[src/design/bitmap_page_range_allocator_defines.svh]
// Assertion macros for the page range allocator.
// Each macro expands to one labeled concurrent assertion, or to nothing for synthesis.
`ifndef BITMAP_PAGE_RANGE_ALLOCATOR_DEFINES_SVH
`define BITMAP_PAGE_RANGE_ALLOCATOR_DEFINES_SVH

`ifndef SYNTHESIS
`define BPRA_ASSERT_IMP(lbl, clk, rst_n, ante, cons) \
    lbl: assert property (@(posedge clk) disable iff (!rst_n) (ante) |-> (cons)) \
        else $error("bpra: assertion failed");
`define BPRA_ASSERT_NXT(lbl, clk, rst_n, ante, cons) \
    lbl: assert property (@(posedge clk) disable iff (!rst_n) (ante) |=> (cons)) \
        else $error("bpra: assertion failed");
`else
`define BPRA_ASSERT_IMP(lbl, clk, rst_n, ante, cons)
`define BPRA_ASSERT_NXT(lbl, clk, rst_n, ante, cons)
`endif

`endif

[src/design/bpra_pkg.sv]
`timescale 1ns / 1ps
`default_nettype none

package bpra_pkg;

    localparam int COUNT_W   = 13;
    localparam int ADDR_W    = 48;
    localparam int STATUS_W  = 2;
    localparam int PAGES_W   = 13;
    localparam int CFG_W     = 48;
    localparam int CFG_IDX_W = 1;

    localparam int DEF_MAX_PAGES  = 4096;
    localparam int DEF_PAGE_BYTES = 4096;

    localparam int WORD_BITS  = 64;
    localparam int WORD_IDX_W = 6;

    localparam logic [PAGES_W-1:0] HEAP_PAGES_RST = 13'd4096;

    localparam logic [STATUS_W-1:0] ST_OK       = 2'd0;
    localparam logic [STATUS_W-1:0] ST_NO_SPACE = 2'd1;
    localparam logic [STATUS_W-1:0] ST_BACKING  = 2'd2;
    localparam logic [STATUS_W-1:0] ST_BAD_ADDR = 2'd3;

    localparam logic REQ_ALLOC = 1'b0;
    localparam logic REQ_FREE  = 1'b1;

    localparam logic [CFG_IDX_W-1:0] CFG_HEAP_BASE  = 1'd0;
    localparam logic [CFG_IDX_W-1:0] CFG_HEAP_PAGES = 1'd1;

    typedef logic [WORD_BITS-1:0] word_t;

    typedef struct packed {
        logic                found;
        logic [WORD_IDX_W-1:0] idx;
    } bpra_hit_t;

    typedef struct packed {
        logic                clear_wr;
        logic                load_req;
        logic                scan_init;
        logic                scan_skip;
        logic                scan_run;
        logic                zero_start;
        logic                free_init;
        logic                free_range;
        logic                upd_init;
        logic                upd_rd;
        logic                upd_wr;
        logic                load_rsp;
        logic                rsp_addr;
        logic [STATUS_W-1:0] rsp_status;
    } bpra_cmd_t;

    typedef struct packed {
        logic clr_done;
        logic is_free;
        logic count_zero;
        logic addr_null;
        logic n_zero;
        logic backing;
        logic bad_addr;
        logic free_found;
        logic run_done;
        logic run_broken;
        logic last_row;
        logic upd_last;
    } bpra_stat_t;

    function automatic bpra_hit_t first_one(input word_t v);
        bpra_hit_t h;
        h.found = |v;
        h.idx   = '0;
        for (int i = WORD_BITS - 1; i >= 0; i--)
        begin
            if (v[i])
            begin
                h.idx = WORD_IDX_W'(i);
            end
        end
        return h;
    endfunction

endpackage

`default_nettype wire

[src/design/bpra_dpath.sv]
`timescale 1ns / 1ps
`default_nettype none
`include "bitmap_page_range_allocator_defines.svh"

module bpra_dpath
    import bpra_pkg::*;
#(
    parameter int MAX_PAGES  = DEF_MAX_PAGES,
    parameter int PAGE_BYTES = DEF_PAGE_BYTES,
    localparam int ROWS = (MAX_PAGES + WORD_BITS - 1) / WORD_BITS,
    localparam int RW   = ROWS > 1 ? $clog2(ROWS) : 1
) (
    input  wire logic                 clk,
    input  wire logic                 rst_n,
    input  wire logic                 cfg_wr_en,
    input  wire logic [CFG_IDX_W-1:0] cfg_index,
    input  wire logic [CFG_W-1:0]     cfg_data,
    input  wire logic                 req_type,
    input  wire logic [COUNT_W-1:0]   page_count,
    input  wire logic [ADDR_W-1:0]    block_addr,
    input  wire logic                 backing_ok,
    input  wire bpra_cmd_t            cmd,
    output bpra_stat_t                stat,
    output logic                      ram_wr_en,
    output logic [RW-1:0]             ram_wr_addr,
    output word_t                     ram_wr_data,
    output logic                      ram_rd_en,
    output logic [RW-1:0]             ram_rd_addr,
    input  wire word_t                ram_rd_data,
    output logic [STATUS_W-1:0]       status,
    output logic [ADDR_W-1:0]         alloc_addr
);

    localparam int GW  = RW + WORD_IDX_W;
    localparam int XW  = (GW > COUNT_W ? GW : COUNT_W) + 1;
    localparam int OFS = $clog2(PAGE_BYTES);

    localparam word_t ONES = '1;

    logic [ADDR_W-1:0]     heap_base_reg;
    logic [PAGES_W-1:0]    heap_pages_reg;
    logic                  req_type_reg;
    logic [COUNT_W-1:0]    count_reg;
    logic [ADDR_W-1:0]     addr_reg;
    logic                  backing_reg;
    logic [RW-1:0]         row_reg;
    logic [WORD_IDX_W-1:0] off_reg;
    logic [GW-1:0]         start_reg;
    logic [GW-1:0]         lo_reg;
    logic [GW-1:0]         hi_reg;
    logic                  mark_reg;

    logic [XW-1:0]         n_x, nm1_x, row_base_x, pos_x, beyond_d, end_x, sum_x, last_x;
    logic [RW-1:0]         last_row_w, lo_row, hi_row;
    word_t                 beyond_mask, guard_mask, busy, above, range_mask, new_word;
    word_t                 lo_m, hi_m;
    bpra_hit_t             free_hit, busy_hit;
    logic                  e_in_row, run_done, adv;
    logic [ADDR_W:0]       diff;
    logic [ADDR_W-1:0]     page_of;

    assign n_x = (XW'(heap_pages_reg) > XW'(MAX_PAGES)) ? XW'(MAX_PAGES) : XW'(heap_pages_reg);
    assign nm1_x      = n_x - 1'b1;
    assign row_base_x = XW'({row_reg, {WORD_IDX_W{1'b0}}});
    assign pos_x      = XW'({row_reg, off_reg});
    assign last_row_w = (n_x == '0) ? '0 : RW'(nm1_x >> WORD_IDX_W);

    assign beyond_d = n_x - row_base_x;

    always_comb
    begin
        if (n_x <= row_base_x)
        begin
            beyond_mask = ONES;
        end
        else if (beyond_d >= XW'(WORD_BITS))
        begin
            beyond_mask = '0;
        end
        else
        begin
            beyond_mask = ONES << beyond_d[WORD_IDX_W-1:0];
        end
    end

    always_comb
    begin
        guard_mask = '0;
        if (row_reg == '0)
        begin
            guard_mask[0] = 1'b1;
        end
        if (n_x != '0 && (nm1_x >> WORD_IDX_W) == XW'(row_reg))
        begin
            guard_mask = guard_mask | (word_t'(1) << nm1_x[WORD_IDX_W-1:0]);
        end
    end

    assign busy     = ram_rd_data | beyond_mask | guard_mask;
    assign above    = ONES << off_reg;
    assign free_hit = first_one(~busy & above);
    assign busy_hit = first_one(busy & above);

    assign end_x    = XW'(start_reg) + XW'(count_reg) - 1'b1;
    assign e_in_row = (end_x >> WORD_IDX_W) == XW'(row_reg);
    assign run_done = e_in_row && (!busy_hit.found || end_x[WORD_IDX_W-1:0] < busy_hit.idx);

    assign adv = ((cmd.scan_skip && !free_hit.found) ||
                  (cmd.scan_run && !run_done && !busy_hit.found)) && (row_reg != last_row_w);

    assign diff    = {1'b0, addr_reg} - {1'b0, heap_base_reg};
    assign page_of = diff[ADDR_W-1:0] >> OFS;

    assign sum_x  = XW'(lo_reg) + XW'(count_reg);
    assign last_x = (sum_x > n_x) ? n_x : sum_x;

    assign lo_row = lo_reg[GW-1:WORD_IDX_W];
    assign hi_row = hi_reg[GW-1:WORD_IDX_W];
    assign lo_m   = (row_reg == lo_row) ? (ONES << lo_reg[WORD_IDX_W-1:0]) : ONES;
    assign hi_m   = (row_reg == hi_row) ?
                    (ONES >> (WORD_IDX_W'(WORD_BITS - 1) - hi_reg[WORD_IDX_W-1:0])) : ONES;
    assign range_mask = lo_m & hi_m;
    assign new_word   = mark_reg ? (ram_rd_data | range_mask)
                                 : (ram_rd_data & ~(range_mask & ~guard_mask));

    assign ram_wr_en   = cmd.clear_wr | cmd.upd_wr;
    assign ram_wr_addr = row_reg;
    assign ram_wr_data = cmd.clear_wr ? '0 : new_word;
    assign ram_rd_en   = cmd.scan_init | cmd.upd_rd | adv;
    assign ram_rd_addr = cmd.scan_init ? '0 : (cmd.upd_rd ? row_reg : row_reg + 1'b1);

    always_comb
    begin
        stat            = '0;
        stat.clr_done   = (row_reg == RW'(ROWS - 1));
        stat.is_free    = (req_type_reg == REQ_FREE);
        stat.count_zero = (count_reg == '0);
        stat.addr_null  = (addr_reg == '0);
        stat.n_zero     = (n_x == '0);
        stat.backing    = backing_reg;
        stat.bad_addr   = diff[ADDR_W] ||
                          ((addr_reg & ADDR_W'(PAGE_BYTES - 1)) != '0) ||
                          ({1'b0, page_of} >= (ADDR_W + 1)'(n_x));
        stat.free_found = free_hit.found;
        stat.run_done   = run_done;
        stat.run_broken = !run_done && busy_hit.found;
        stat.last_row   = (row_reg == last_row_w);
        stat.upd_last   = (row_reg == hi_row);
    end

    always_ff @(posedge clk or negedge rst_n)
    begin
        if (!rst_n)
        begin
            heap_base_reg  <= '0;
            heap_pages_reg <= HEAP_PAGES_RST;
            row_reg        <= '0;
            off_reg        <= '0;
        end
        else
        begin
            if (cfg_wr_en)
            begin
                case (cfg_index)
                    CFG_HEAP_BASE:  heap_base_reg  <= cfg_data[ADDR_W-1:0];
                    CFG_HEAP_PAGES: heap_pages_reg <= cfg_data[PAGES_W-1:0];
                    default:        ;
                endcase
            end

            if (cmd.clear_wr)
            begin
                row_reg <= stat.clr_done ? '0 : row_reg + 1'b1;
            end
            else if (cmd.scan_init)
            begin
                row_reg <= '0;
                off_reg <= '0;
            end
            else if (adv)
            begin
                row_reg <= row_reg + 1'b1;
                off_reg <= '0;
            end
            else if (cmd.scan_skip && free_hit.found)
            begin
                off_reg <= free_hit.idx;
            end
            else if (cmd.scan_run && !run_done && busy_hit.found)
            begin
                off_reg <= busy_hit.idx;
            end
            else if (cmd.upd_init)
            begin
                row_reg <= start_reg[GW-1:WORD_IDX_W];
            end
            else if (cmd.free_range)
            begin
                row_reg <= lo_row;
            end
            else if (cmd.upd_wr && !stat.upd_last)
            begin
                row_reg <= row_reg + 1'b1;
            end
        end
    end

    always_ff @(posedge clk)
    begin
        if (cmd.load_req)
        begin
            req_type_reg <= req_type;
            count_reg    <= page_count;
            addr_reg     <= block_addr;
            backing_reg  <= backing_ok;
        end
        if (cmd.zero_start)
        begin
            start_reg <= '0;
        end
        else if (cmd.scan_skip && free_hit.found)
        begin
            start_reg <= {row_reg, free_hit.idx};
        end
        if (cmd.upd_init)
        begin
            lo_reg   <= start_reg;
            hi_reg   <= GW'(end_x);
            mark_reg <= 1'b1;
        end
        else if (cmd.free_init)
        begin
            lo_reg   <= GW'(page_of);
            mark_reg <= 1'b0;
        end
        else if (cmd.free_range)
        begin
            hi_reg <= GW'(last_x - 1'b1);
        end
        if (cmd.load_rsp)
        begin
            status     <= cmd.rsp_status;
            alloc_addr <= cmd.rsp_addr ? heap_base_reg + (ADDR_W'(start_reg) << OFS) : '0;
        end
    end

    `BPRA_ASSERT_IMP(a_upd_range_order, clk, rst_n, cmd.upd_rd, lo_reg <= hi_reg)
    `BPRA_ASSERT_IMP(a_run_start_behind_pos, clk, rst_n, cmd.scan_run, XW'(start_reg) <= pos_x)
    `BPRA_ASSERT_IMP(a_mark_spares_guards, clk, rst_n, cmd.upd_wr && mark_reg, (range_mask & guard_mask) == '0)

endmodule

`default_nettype wire

[config.mk]
export PLATFORM = sky130hd
export DESIGN_NAME = bpra_dpath
export DESIGN_NICKNAME = d
export VERILOG_FILES = /design/src/design/bpra_pkg.sv /design/src/design/bpra_dpath.sv
export VERILOG_INCLUDE_DIRS = /design/src /design/src/design
export SDC_FILE = /design/constraint.sdc
export NUM_CORES = 1
export LEC_CHECK = 0
export ABC_AREA = 1
export BUFFER_PORTS_ARGS = -buffer_cell sky130_fd_sc_hd__buf_2
export CORE_ASPECT_RATIO = 0.9
export CORE_MARGIN = 8
export CORE_UTILIZATION = 30
export DETAILED_ROUTE_END_ITERATION = 6
export GPL_TIMING_DRIVEN = 0
export MAX_ROUTING_LAYER = met4
export PLACE_DENSITY_LB_ADDON = 0.15
export SLEW_MARGIN = 20
export SYNTH_ARGS = -nofsm -noshare
export SYNTH_HDL_FRONTEND = slang
export SYNTH_SLANG_ARGS = --single-unit
[constraint.sdc]
create_clock -name clk -period 7.4 [get_ports clk]
set_clock_uncertainty 0.15 [all_clocks]
set_input_delay 0 -clock clk [delete_from_list [all_inputs] [get_ports clk]]
set_output_delay 0 -clock clk [all_outputs]
set_load 0.01 [all_outputs]
Word-level counts from Yosys, hierarchy flattened
Index checks and enable logic that the tools add are counted.

storage, ports and cells
  output and inout bits = 140
  word-level logic and storage cells = 256
  bits in registers = 223

operators by class
  shift operators = 5
  add/sub/neg operators = 10
  reduce and logical (&&, ||, !) cells = 35
  bitwise gates (word level) = 17
  mux-type cells = 159
  $lt $le $gt $ge = 6
  eq/ne operators = 10

operators by type and width
  cell                                                                count
  2-to-1 mux 6 bit                                                    144
  2-to-1 mux 64 bit                                                   7
  AND 64 bit                                                          5
  NOT 64 bit                                                          3
  OR 64 bit                                                           3
  left shift 64 x 6 -> 64 bit, first input constant                   3
  OR reduction 64 bit                                                 2
  2-to-1 mux 12 bit                                                   6
  OR 1 x 64 -> 64 bit                                                 1
  left shift 1 x 6 -> 64 bit, first input constant                    1
  >> shifter 64 x 6 -> 64 bit, first input constant                   1
  subtractor 48 x 48 -> 49 bit                                        1
  adder 48 x 24 -> 48 bit                                             1
  zero test 48 bit                                                    1
  nonzero test 48 bit                                                 1
  greater-or-equal comparator 36 x 13 -> 1 bit                        1
  adder 12 x 13 -> 14 bit                                             2
  == test 6 bit                                                       3
  == test 8 x 6 -> 1 bit                                              2
  greater-or-equal comparator 14 x 7 -> 1 bit, second input constant  1
  > comparator 14 x 13 -> 1 bit                                       1
  zero test 14 bit                                                    1
  nonzero test 14 bit                                                 1
  subtractor 13 x 1 -> 14 bit, second input constant                  1
  other kinds (26)                                                    49

Logic depth before layout (Yosys ltp)
Gate-level depths: netlist of the first run.

  depth in word-level cells = 84
  depth in mapped cells = 97
  mapped depth without buffers = 94

Worst setup path before layout of the first run
Ideal clock, no wire load.

  kind = flip-flop to flip-flop
  start = register heap_pages_reg[4]
  end = register row_reg[0] (netlist: ram_wr_addr[0])
  required time = 7.134 ns
  slack = 0.595 ns
  stages on the path, launching flop included = 94
  arrival time = 6.539 ns
  library setup time = 0.116 ns
  cells stage by stage = dfrtp_1 buf_6 nor2_1 nand2_1 nor2_4 nand2_4 nand2_8 nand2_1 ha_1 fa_1 o21ai_1 nand2_1 a21oi_1 nor2_1 nand2_1 nand3_1 nor2_1 clkbuf_1 [58 not listed] nand2_1 nand2_1 nand2_1 nand2_1 nand3_1 nand2_1 nand2_1 nand2_1 nand2_1 nand2_1 nand2_2 nand3_1 nand3_1 nand3_2 buf_6 nand2_1 nor2_1 nor2_2

between the ends
  cells in the longest elaborated chain, start to end = 84
  elaborated cells between the ends (all ways) = 109
  those cells by class = add/sub: 2; order compare: 4; eq/ne: 4; shift: 2; mux: 72; bitwise: 6; reduce/logical: 19

RTL lines
  item                                                                                        line                                  text
  start: declaration                                                                          bpra_dpath.sv:41                      logic [PAGES_W-1:0] heap_pages_reg;
  start signal: assignment                                                                    bpra_dpath.sv:166                     CFG_HEAP_PAGES: heap_pages_reg <= cfg_data[PAGES_W-1:0];
  > comparator 13 bit                                                                         bpra_dpath.sv:62                      assign n_x = (XW'(heap_pages_reg) > XW'(MAX_PAGES)) ? XW'(MAX_PAGES) : XW'(heap_pages_reg);
  2-to-1 mux 13 bit *                                                                         bpra_dpath.sv:62
  subtractor 13 x 12 -> 14 bit                                                                bpra_dpath.sv:68                      assign beyond_d = n_x - row_base_x;
  greater-or-equal comparator 14 x 7 -> 1 bit or left shift 64 x 6 -> 64 bit (tied branches)  bpra_dpath.sv:76, bpra_dpath.sv:82
  2-to-1 mux 64 bit                                                                           bpra_dpath.sv:76                      else if (beyond_d >= XW'(WORD_BITS))
  2-to-1 mux 64 bit                                                                           bpra_dpath.sv:72                      if (n_x <= row_base_x)
  OR 64 bit (2 in series)                                                                     bpra_dpath.sv:99                      assign busy = ram_rd_data | beyond_mask | guard_mask;
  AND 64 bit                                                                                  bpra_dpath.sv:102                     assign busy_hit = first_one(busy & above);
  [67 not listed]                                                                             --
  zero test 1 bit                                                                             bpra_dpath.sv:109, bpra_dpath.sv:189
  logical AND 1 bit                                                                           bpra_dpath.sv:109, bpra_dpath.sv:189
  logical AND 1 bit                                                                           bpra_dpath.sv:109                     (cmd.scan_run && !run_done && !busy_hit.found)) && (row_reg != last_row_w);
  logical OR 1 bit                                                                            bpra_dpath.sv:108                     assign adv = ((cmd.scan_skip && !free_hit.found) ||
  logical AND 1 bit                                                                           bpra_dpath.sv:109
  2-to-1 mux 6 bit                                                                            bpra_dpath.sv:180                     else if (adv)
  2-to-1 mux 6 bit                                                                            bpra_dpath.sv:175                     else if (cmd.scan_init)
  2-to-1 mux 6 bit                                                                            bpra_dpath.sv:171                     if (cmd.clear_wr)
  end signal: assignment                                                                      bpra_dpath.sv:173                     row_reg <= stat.clr_done ? '0 : row_reg + 1'b1;
  end signal: assignment                                                                      bpra_dpath.sv:182                     row_reg <= row_reg + 1'b1;
  end signal: assignment                                                                      bpra_dpath.sv:195                     row_reg <= start_reg[GW-1:WORD_IDX_W];
  end: declaration                                                                            bpra_dpath.sv:46                      logic [RW-1:0] row_reg;

Mark *: on every way between the ends. The rest lies on a longest branch, timed or not.
A chain may end at the register's enable or synchronous reset.

Worst setup path in the final report of the first run
  start = register heap_pages_reg[5]
  end = output ram_rd_en

between the ends
  cells in the longest elaborated chain, start to end = 82
  elaborated cells between the ends (all ways) = 101
  those cells by class = add/sub: 2; order compare: 4; eq/ne: 2; shift: 2; mux: 69; bitwise: 7; reduce/logical: 15

RTL lines
  item                                                                                        line                                text
  > comparator 13 bit                                                                         bpra_dpath.sv:62
  2-to-1 mux 13 bit *                                                                         bpra_dpath.sv:62
  subtractor 13 x 12 -> 14 bit                                                                bpra_dpath.sv:68
  greater-or-equal comparator 14 x 7 -> 1 bit or left shift 64 x 6 -> 64 bit (tied branches)  bpra_dpath.sv:76, bpra_dpath.sv:82
  2-to-1 mux 64 bit                                                                           bpra_dpath.sv:76
  2-to-1 mux 64 bit                                                                           bpra_dpath.sv:72
  OR 64 bit (2 in series)                                                                     bpra_dpath.sv:99
  AND 64 bit                                                                                  bpra_dpath.sv:102
  2-to-1 mux 6 bit (64 in series)                                                             bpra_pkg.sv:77                      if (v[i])
  less-than comparator 6 bit                                                                  bpra_dpath.sv:106                   assign run_done = e_in_row && (!busy_hit.found || end_x[WORD_IDX_W-1:0] < busy_hit.idx);
  logical OR 1 bit                                                                            bpra_dpath.sv:106
  logical AND 1 bit                                                                           bpra_dpath.sv:106
  zero test 1 bit                                                                             bpra_dpath.sv:109
  logical AND 1 bit (2 in series)                                                             bpra_dpath.sv:109
  logical OR 1 bit                                                                            bpra_dpath.sv:108
  logical AND 1 bit *                                                                         bpra_dpath.sv:109
  OR 1 bit *                                                                                  bpra_dpath.sv:129                   assign ram_rd_en = cmd.scan_init | cmd.upd_rd | adv;
  end: declaration                                                                            bpra_dpath.sv:27                    output logic ram_rd_en,

Marks and branches as above.

==> results of run 1 <==
-- per-stage QoR --
stage | util [%] | area (µm²) | power, mW | setup WS (ps)
finish | 40.5 | 28400 | 6.71 | -783
global route | 40.5 | 28400 | 7.17 | -1600
CTS | 39.9 | 28000 | 6.57 | -721
detailed placement | 34.5 | 24200 | 4.91 | -2350
global placement | 34.4 | 24200 | 4.92 | -2440
floorplan | - | 21300 | 3.73 | 595
-- power groups by stage --
stage / clock (mW) / combinational, mW / sequential (mW)
global placement: 0 / 3.21 / 1.72
floorplan: 0 / 2.09 / 1.64
global route: 1.37 / 4.09 / 1.70
detailed placement: 0 / 3.19 / 1.71
CTS: 1.32 / 3.56 / 1.69
finish: 1.29 / 3.73 / 1.69
-- what timing repair did --
item | in CTS | in global routing
setup buffers | 104 | 20
gates cloned | 1 | 0
endpoints found under the setup margin | 29 | 29
pin swaps | 56 | 75
gates resized for setup | 110 | 75
hold endpoints to repair | 355 | 6
-- layout by cell type, fill, tap and decap left out, types with 38 or more instances in the layout --
master	count
a21oi_1	271
nand2_2	38
clkbuf_1	86
dfrtp_1	61
edfxtp_1	137
nand4_1	42
nor3_1	53
buf_2	330
nand3_1	123
nor2_1	356
inv_1	429
buf_4	125
dlygate4sd3_1	173
nand2_1	893
ha_1	132
o21ai_0	281
-- cells by family after synthesis --
kind of cell / synth area share (%)
simple gates: 31.4
compound gates: 18.2
buf+inv: 10.2
flops: 29.1
fa+ha+maj: 8.42
xor+xnor: 2.67
mux: 0.0470
-- worst max-delay path: cells and delay by family (launching register included) --
family	cells	cell delay, ps
AND/OR/NAND/NOR	85	5420
adder cells (fa/ha/maj)	2	560
AO/OA/AOI/OAI	4	520
flip-flops	1	480
buffers and inverters	4	430
-- per-layer routing --
metal	share of wire, %	vias to the layer above
met5	0	-
met4	2.7	0
met3	6.9	121
met2	44	1016
met1	46	12058
li1	-	12243
-- layout make-up --
cell class / count / area share, %
Antenna cell: 1 / 0.00880
Buffer: 110 / 1.80
Clock buffer: 31 / 2.46
Clock inverter: 19 / 0.488
Inverter: 452 / 6.02
Multi-Input combinational cell: 2524 / 47.5
Sequential cell: 223 / 21.9
Tap cell: 940 / 4.14
Timing Repair Buffer: 632 / 15.7
-- how the worst max path moves through the flow --
| stage | from | slack [ps] | depth (start not counted) | endpoint |
|---|---|---|---|---|
| after floorplan | heap_pages_reg[4]$_DFFE_PN0P_ | 600 | 93 | ram_wr_addr[0]$_DFFE_PN0P_ |
| after global placement | heap_pages_reg[3]$_DFFE_PN0P_ | -2440 | 36 | start_reg[4]$_SDFFE_PP0P_ |
| after detailed placement | heap_pages_reg[3]$_DFFE_PN0P_ | -2350 | 37 | start_reg[4]$_SDFFE_PP0P_ |
| after CTS | heap_pages_reg[4]$_DFFE_PN0P_ | -720 | 96 | ram_rd_en |
| after global routing | heap_pages_reg[4]$_DFFE_PN0P_ | -1600 | 97 | ram_rd_en |
| final | heap_pages_reg[5]$_DFFE_PN0P_ | -780 | 95 | ram_rd_en |
==> out/metrics.cfg, run 1 <==
[sta]
rsz0062_at_grt=true
layout_min_cycle_time_ps=8180
tns_ps=-10010
max_freq_mhz=122
finalMaxSlewViolations=0
slew_headroom_pct=16.7
finalHoldViolCount=6
fin_hold_ws_ps=-255
setup_ws_ps=-783
fin_crit_sh_pct=111
worst_pin_slew_ps=1250
setup_viol=15

[outcome]
outcome=finished, violations left
violations=hold timing, setup timing

[yosys]
synthTopCellsByArea=edfxtp_1, nand2_1, dfrtp_1
synth_nets=3645
synthFlopType=edfxtp_1
netlist_instances=3310
yosysMostFrequentCell=nand2_1
syn_area_mm2=0.0213
netlist_top_cells_count=nand2_1, inv_1, nor2_1
yosysWarnings=0
async_reset_ff_share_pct=32.7
synth_edf_count=137
ys_seq_area_share_pct=29.1
synthDistinctLibCells=69
ys_ff_latch=223
yosysTopAreaCell=edfxtp_1
synth_area_per_cell_um2=6.44
synth_top_area_share_pct=19.3

[clocking]
cts_sinks=223
numCtsBuffers=27
clock-root-buffer=clkbuf_16
cts_tree=yes
clk_pin_slew_ps=70
clock_path_buffers=3
clkLatencyLatePin_ps=600
htreeDepth=1
postCtsHoldBufs=174

[global_routing]
use_met3_pct=2.85
grt_pass1_wl_mm=165
grt_pass1_vias=24310
grt.busiest_layer=met2
grt_usage_pct=28.2
grt_util_met2_pct=43.9
grt_antenna_before_repair=2
gr-usage-met1_pct=39.1
grt_max_degree=51
grt_overflow=0

[worst_setup_path]
cp.arrival_ps=8030
cp-end-kind=output pin
critPathLaunchType=register
rr_worst_depth=97
cp_common_cell=nand2_1
crit_fanout=6
critPathKind=reg2out
critPathMaxStageDelay_ps=480
r2r_end=off_reg[0]$_DFFE_PN0P_
reg2reg_from=heap_pages_reg[5]$_DFFE_PN0P_
cp_slowest_cell=dfrtp_2
crit_required_ps=7250
ff2ff_setup_slack_ps=-750

[floorplan]
die_h_um=269
dieWidth_um=297
pin_count=334
rows=92
start_util_pct=30.4
core-area_mm2=0.0702
fp.dieArea_mm2=0.0798

[power_and_ir_drop]
switching_share_pct=47.6
internal-power_mw=3.51
p_sw_mw=3.20
power_frac_seq_pct=25.2
powerDensity_mw_per_mm2=236
p_leak_nw=13.9
vdd_drop_max_v=0.000174
clockPowerShare_pct=19.3
combPwrFrac_pct=55.5

[route]
antenna_left=0
drt-wirelength-per-cell_um=23.2
initialDrtViolationCount=2652
drt-pass1-iter-count=6
via_count=25438
vias_per_cell=5.16
totalWireLength_mm=115
remaining_drc_errors=0

[hold_path]
hp-class=in2reg
hold_start=cmd[12]
min_to=off_reg[4]$_DFFE_PN0P_
holdPathStages=5

[cells_and_area]
fill_cells=7733
drive_above_1_share_pct=17.6
final_nets=4305
regArea_mm2=0.00622
area_growth_pct=33.4
instances_no_fill=4932
multi_input_area_mm2=0.0135

[placement]
port_buffers=333
gp_congestion=1.02
dp_hpwl_mm=92.4
placed_cells=4585

[flow_run]
maxCapViolations=0

No activity file was read; power rests on OpenSTA's default activity.
==> inputs of run 2 (changes only) <==
==> constraint.sdc (replaced) <==
create_clock -name clk -period 7.4 [get_ports clk]
set_clock_uncertainty 0.15 [all_clocks]
set_input_delay 0.74 -clock clk [delete_from_list [all_inputs] [get_ports clk]]
set_output_delay 0.74 -clock clk [all_outputs]
set_load 0.01 [all_outputs]
==> run 2 against run 1 <==
Effect of this change:
- the flow finishes with violations (setup timing)
- count of clock-buffer cells in the layout is the same
- hold slack gained 250 ps
- largest cell class unchanged
- die area is the same
- flip-flop and latch count is the same
- critical path type unchanged
- critical path depth grew 1
- register-to-register slack lost 680 ps
==> out/metrics.cfg, run 2 (synthesized netlist as in run 1, its figures left out) <==
[global_routing]
grt_max_degree=51  ; unchanged
grt_pass1_vias=23343  ; -4.0%
grt_overflow=0  ; unchanged
grt_antenna_before_repair=3  ; +1
grt_usage_pct=27.7  ; -0.46 points
grt_pass1_wl_mm=161  ; -2.1%

[worst_setup_path]
cp_num_buf_inv=5  ; +1
cp_slowest_cell=fa_2
cp-end-kind=output pin
critical_path.top_delay_family=simple AND/OR/NAND/NOR gates
ff2ff_setup_slack_ps=-1430  ; -680 ps
critPathLaunchType=register
crit_fanout=6  ; unchanged
critPathKind=reg2out
critPathMaxStageDelay_ps=390  ; -90 ps
crit_required_ps=6510  ; -740 ps
cp.arrival_ps=8000  ; -30 ps
cp_common_cell=nand2_1

[clocking]
htreeDepth=1  ; unchanged
postCtsHoldBufs=0  ; -100%
cts_sinks=223  ; unchanged
cts_tree=yes
clock_path_buffers=3  ; unchanged
clock-root-buffer=clkbuf_16
numCtsBuffers=27  ; unchanged
clkLatencyLatePin_ps=600  ; about the same
clk_pin_slew_ps=70  ; about the same

[power_and_ir_drop]
powerDensity_mw_per_mm2=249  ; +5.6%
p_leak_nw=13.2  ; -5.0%
vdd_drop_max_v=0.000173  ; -0.55%

[outcome]
outcome=finished, violations left
violations=setup timing

[sta]
setup_viol=16  ; +1
setup_ws_ps=-1490  ; -711 ps
rsz0062_at_grt=true
fin_hold_ws_ps=0.0243  ; +255 ps
tns_ps=-12910  ; -2900 ps
finalMaxSlewViolations=0  ; unchanged
finalHoldViolCount=0  ; -6
slew_headroom_pct=10.2  ; -6.5 points
worst_pin_slew_ps=1340  ; +97.3 ps
fin_crit_sh_pct=120  ; +9.6 points
max_freq_mhz=112  ; -8.0%
layout_min_cycle_time_ps=8890  ; +711 ps

[placement]
dp_hpwl_mm=92.4  ; unchanged
place_ws_ps=-2460  ; -110 ps
port_buffers=333  ; unchanged
gp_congestion=1.02  ; unchanged

[cells_and_area]
area_growth_pct=25.4
fill_cells=7902  ; +2.2%
final_common_cell=nand2_1
regArea_mm2=0.00622  ; unchanged
final_cell_mix=nand2_1, inv_1, nor2_1
drive_above_1_share_pct=18.6  ; +0.96 points
final_nets=4136  ; -3.9%
multi_input_area_mm2=0.0136  ; +0.24%

[flow_run]
maxCapViolations=0  ; unchanged

[floorplan]
rows=92  ; unchanged
start_util_pct=30.4  ; unchanged
core-area_mm2=0.0702  ; unchanged
dieWidth_um=297  ; unchanged
pin_count=334  ; unchanged
die_h_um=269  ; unchanged
fp.dieArea_mm2=0.0798  ; unchanged

[route]
via_count=24717  ; -2.8%
drt-pass1-iter-count=6  ; unchanged
antenna_left=0  ; unchanged
vias_per_cell=5.19  ; +0.61%
initialDrtViolationCount=2626  ; -0.98%
drt-wirelength-per-cell_um=23.7  ; +2.0%
remaining_drc_errors=0  ; unchanged
totalWireLength_mm=113  ; -1.5%

[hold_path]
hp-class=in2async

## run 2: where the power goes
| group | switching, mW | internal [mW] |
|---|---|---|
| registers | 0.172 | 1.52 |
| logic | 2.45 | 1.24 |
| clock network | 0.577 | 0.717 |
## run 2: path summary, 6_finish.rpt
path                                                from                              to  cells after the start
setup reg to reg           heap_pages_reg[4]$_DFFE_PN0P_          off_reg[0]$_DFFE_PN0P_                    104
min in group clk                          block_addr[21]          addr_reg[21]$_DFFE_PP_                      1
setup / recovery           heap_pages_reg[4]$_DFFE_PN0P_                       ram_rd_en                     96
hold reg to reg            heap_base_reg[10]$_DFFE_PN0P_   heap_base_reg[10]$_DFFE_PN0P_                      2
hold / removal                                     rst_n      ram_wr_addr[1]$_DFFE_PN0P_                      1
max in group asynchronous                          rst_n  heap_pages_reg[12]$_DFFE_PN1P_                      2
## run 2: area by class of cell
cell class / instances / share of cell area (%)
Multi-Input combinational cell: 2524 / 50.7
Sequential cell: 223 / 23.3
Timing Repair Buffer: 463 / 10.2
Inverter: 452 / 6.39
Tap cell: 940 / 4.40
Clock buffer: 31 / 2.62
Buffer: 110 / 1.92
Clock inverter: 19 / 0.519
Antenna cell: 1 / 0.00936
## run 2: timing repair
item / in CTS / in global routing
endpoints found under the hold margin: 0 / 0
setup buffers: 111 / 18
resized for setup: 113 / 78
pin swaps: 57 / 73
endpoints found under the setup margin: 29 / 27
cloned: 1 / 0
## run 2: metrics by stage
stage                     std cells  area [µm²]  utilization [%]  power [mW]
after CTS                      4746       26300             37.5        6.51
after floorplan                3310       21300                -        3.73
after global placement         4583       24200             34.4        4.92
final                          4763       26700             38.1        6.66
after detailed placement       4585       24200             34.5        4.91
after global routing           4763       26700             38.1        7.11
## run 2: per-layer routing
layer / global-route usage (%) / up-vias / wire [µm]
li1: - / 11903 / -
met1: 38.9 / 11658 / 52800
met2: 42.9 / 1034 / 49400
met3: 2.70 / 122 / 7610
met4: 6.56 / 0 / 3070
met5: - / - / 0
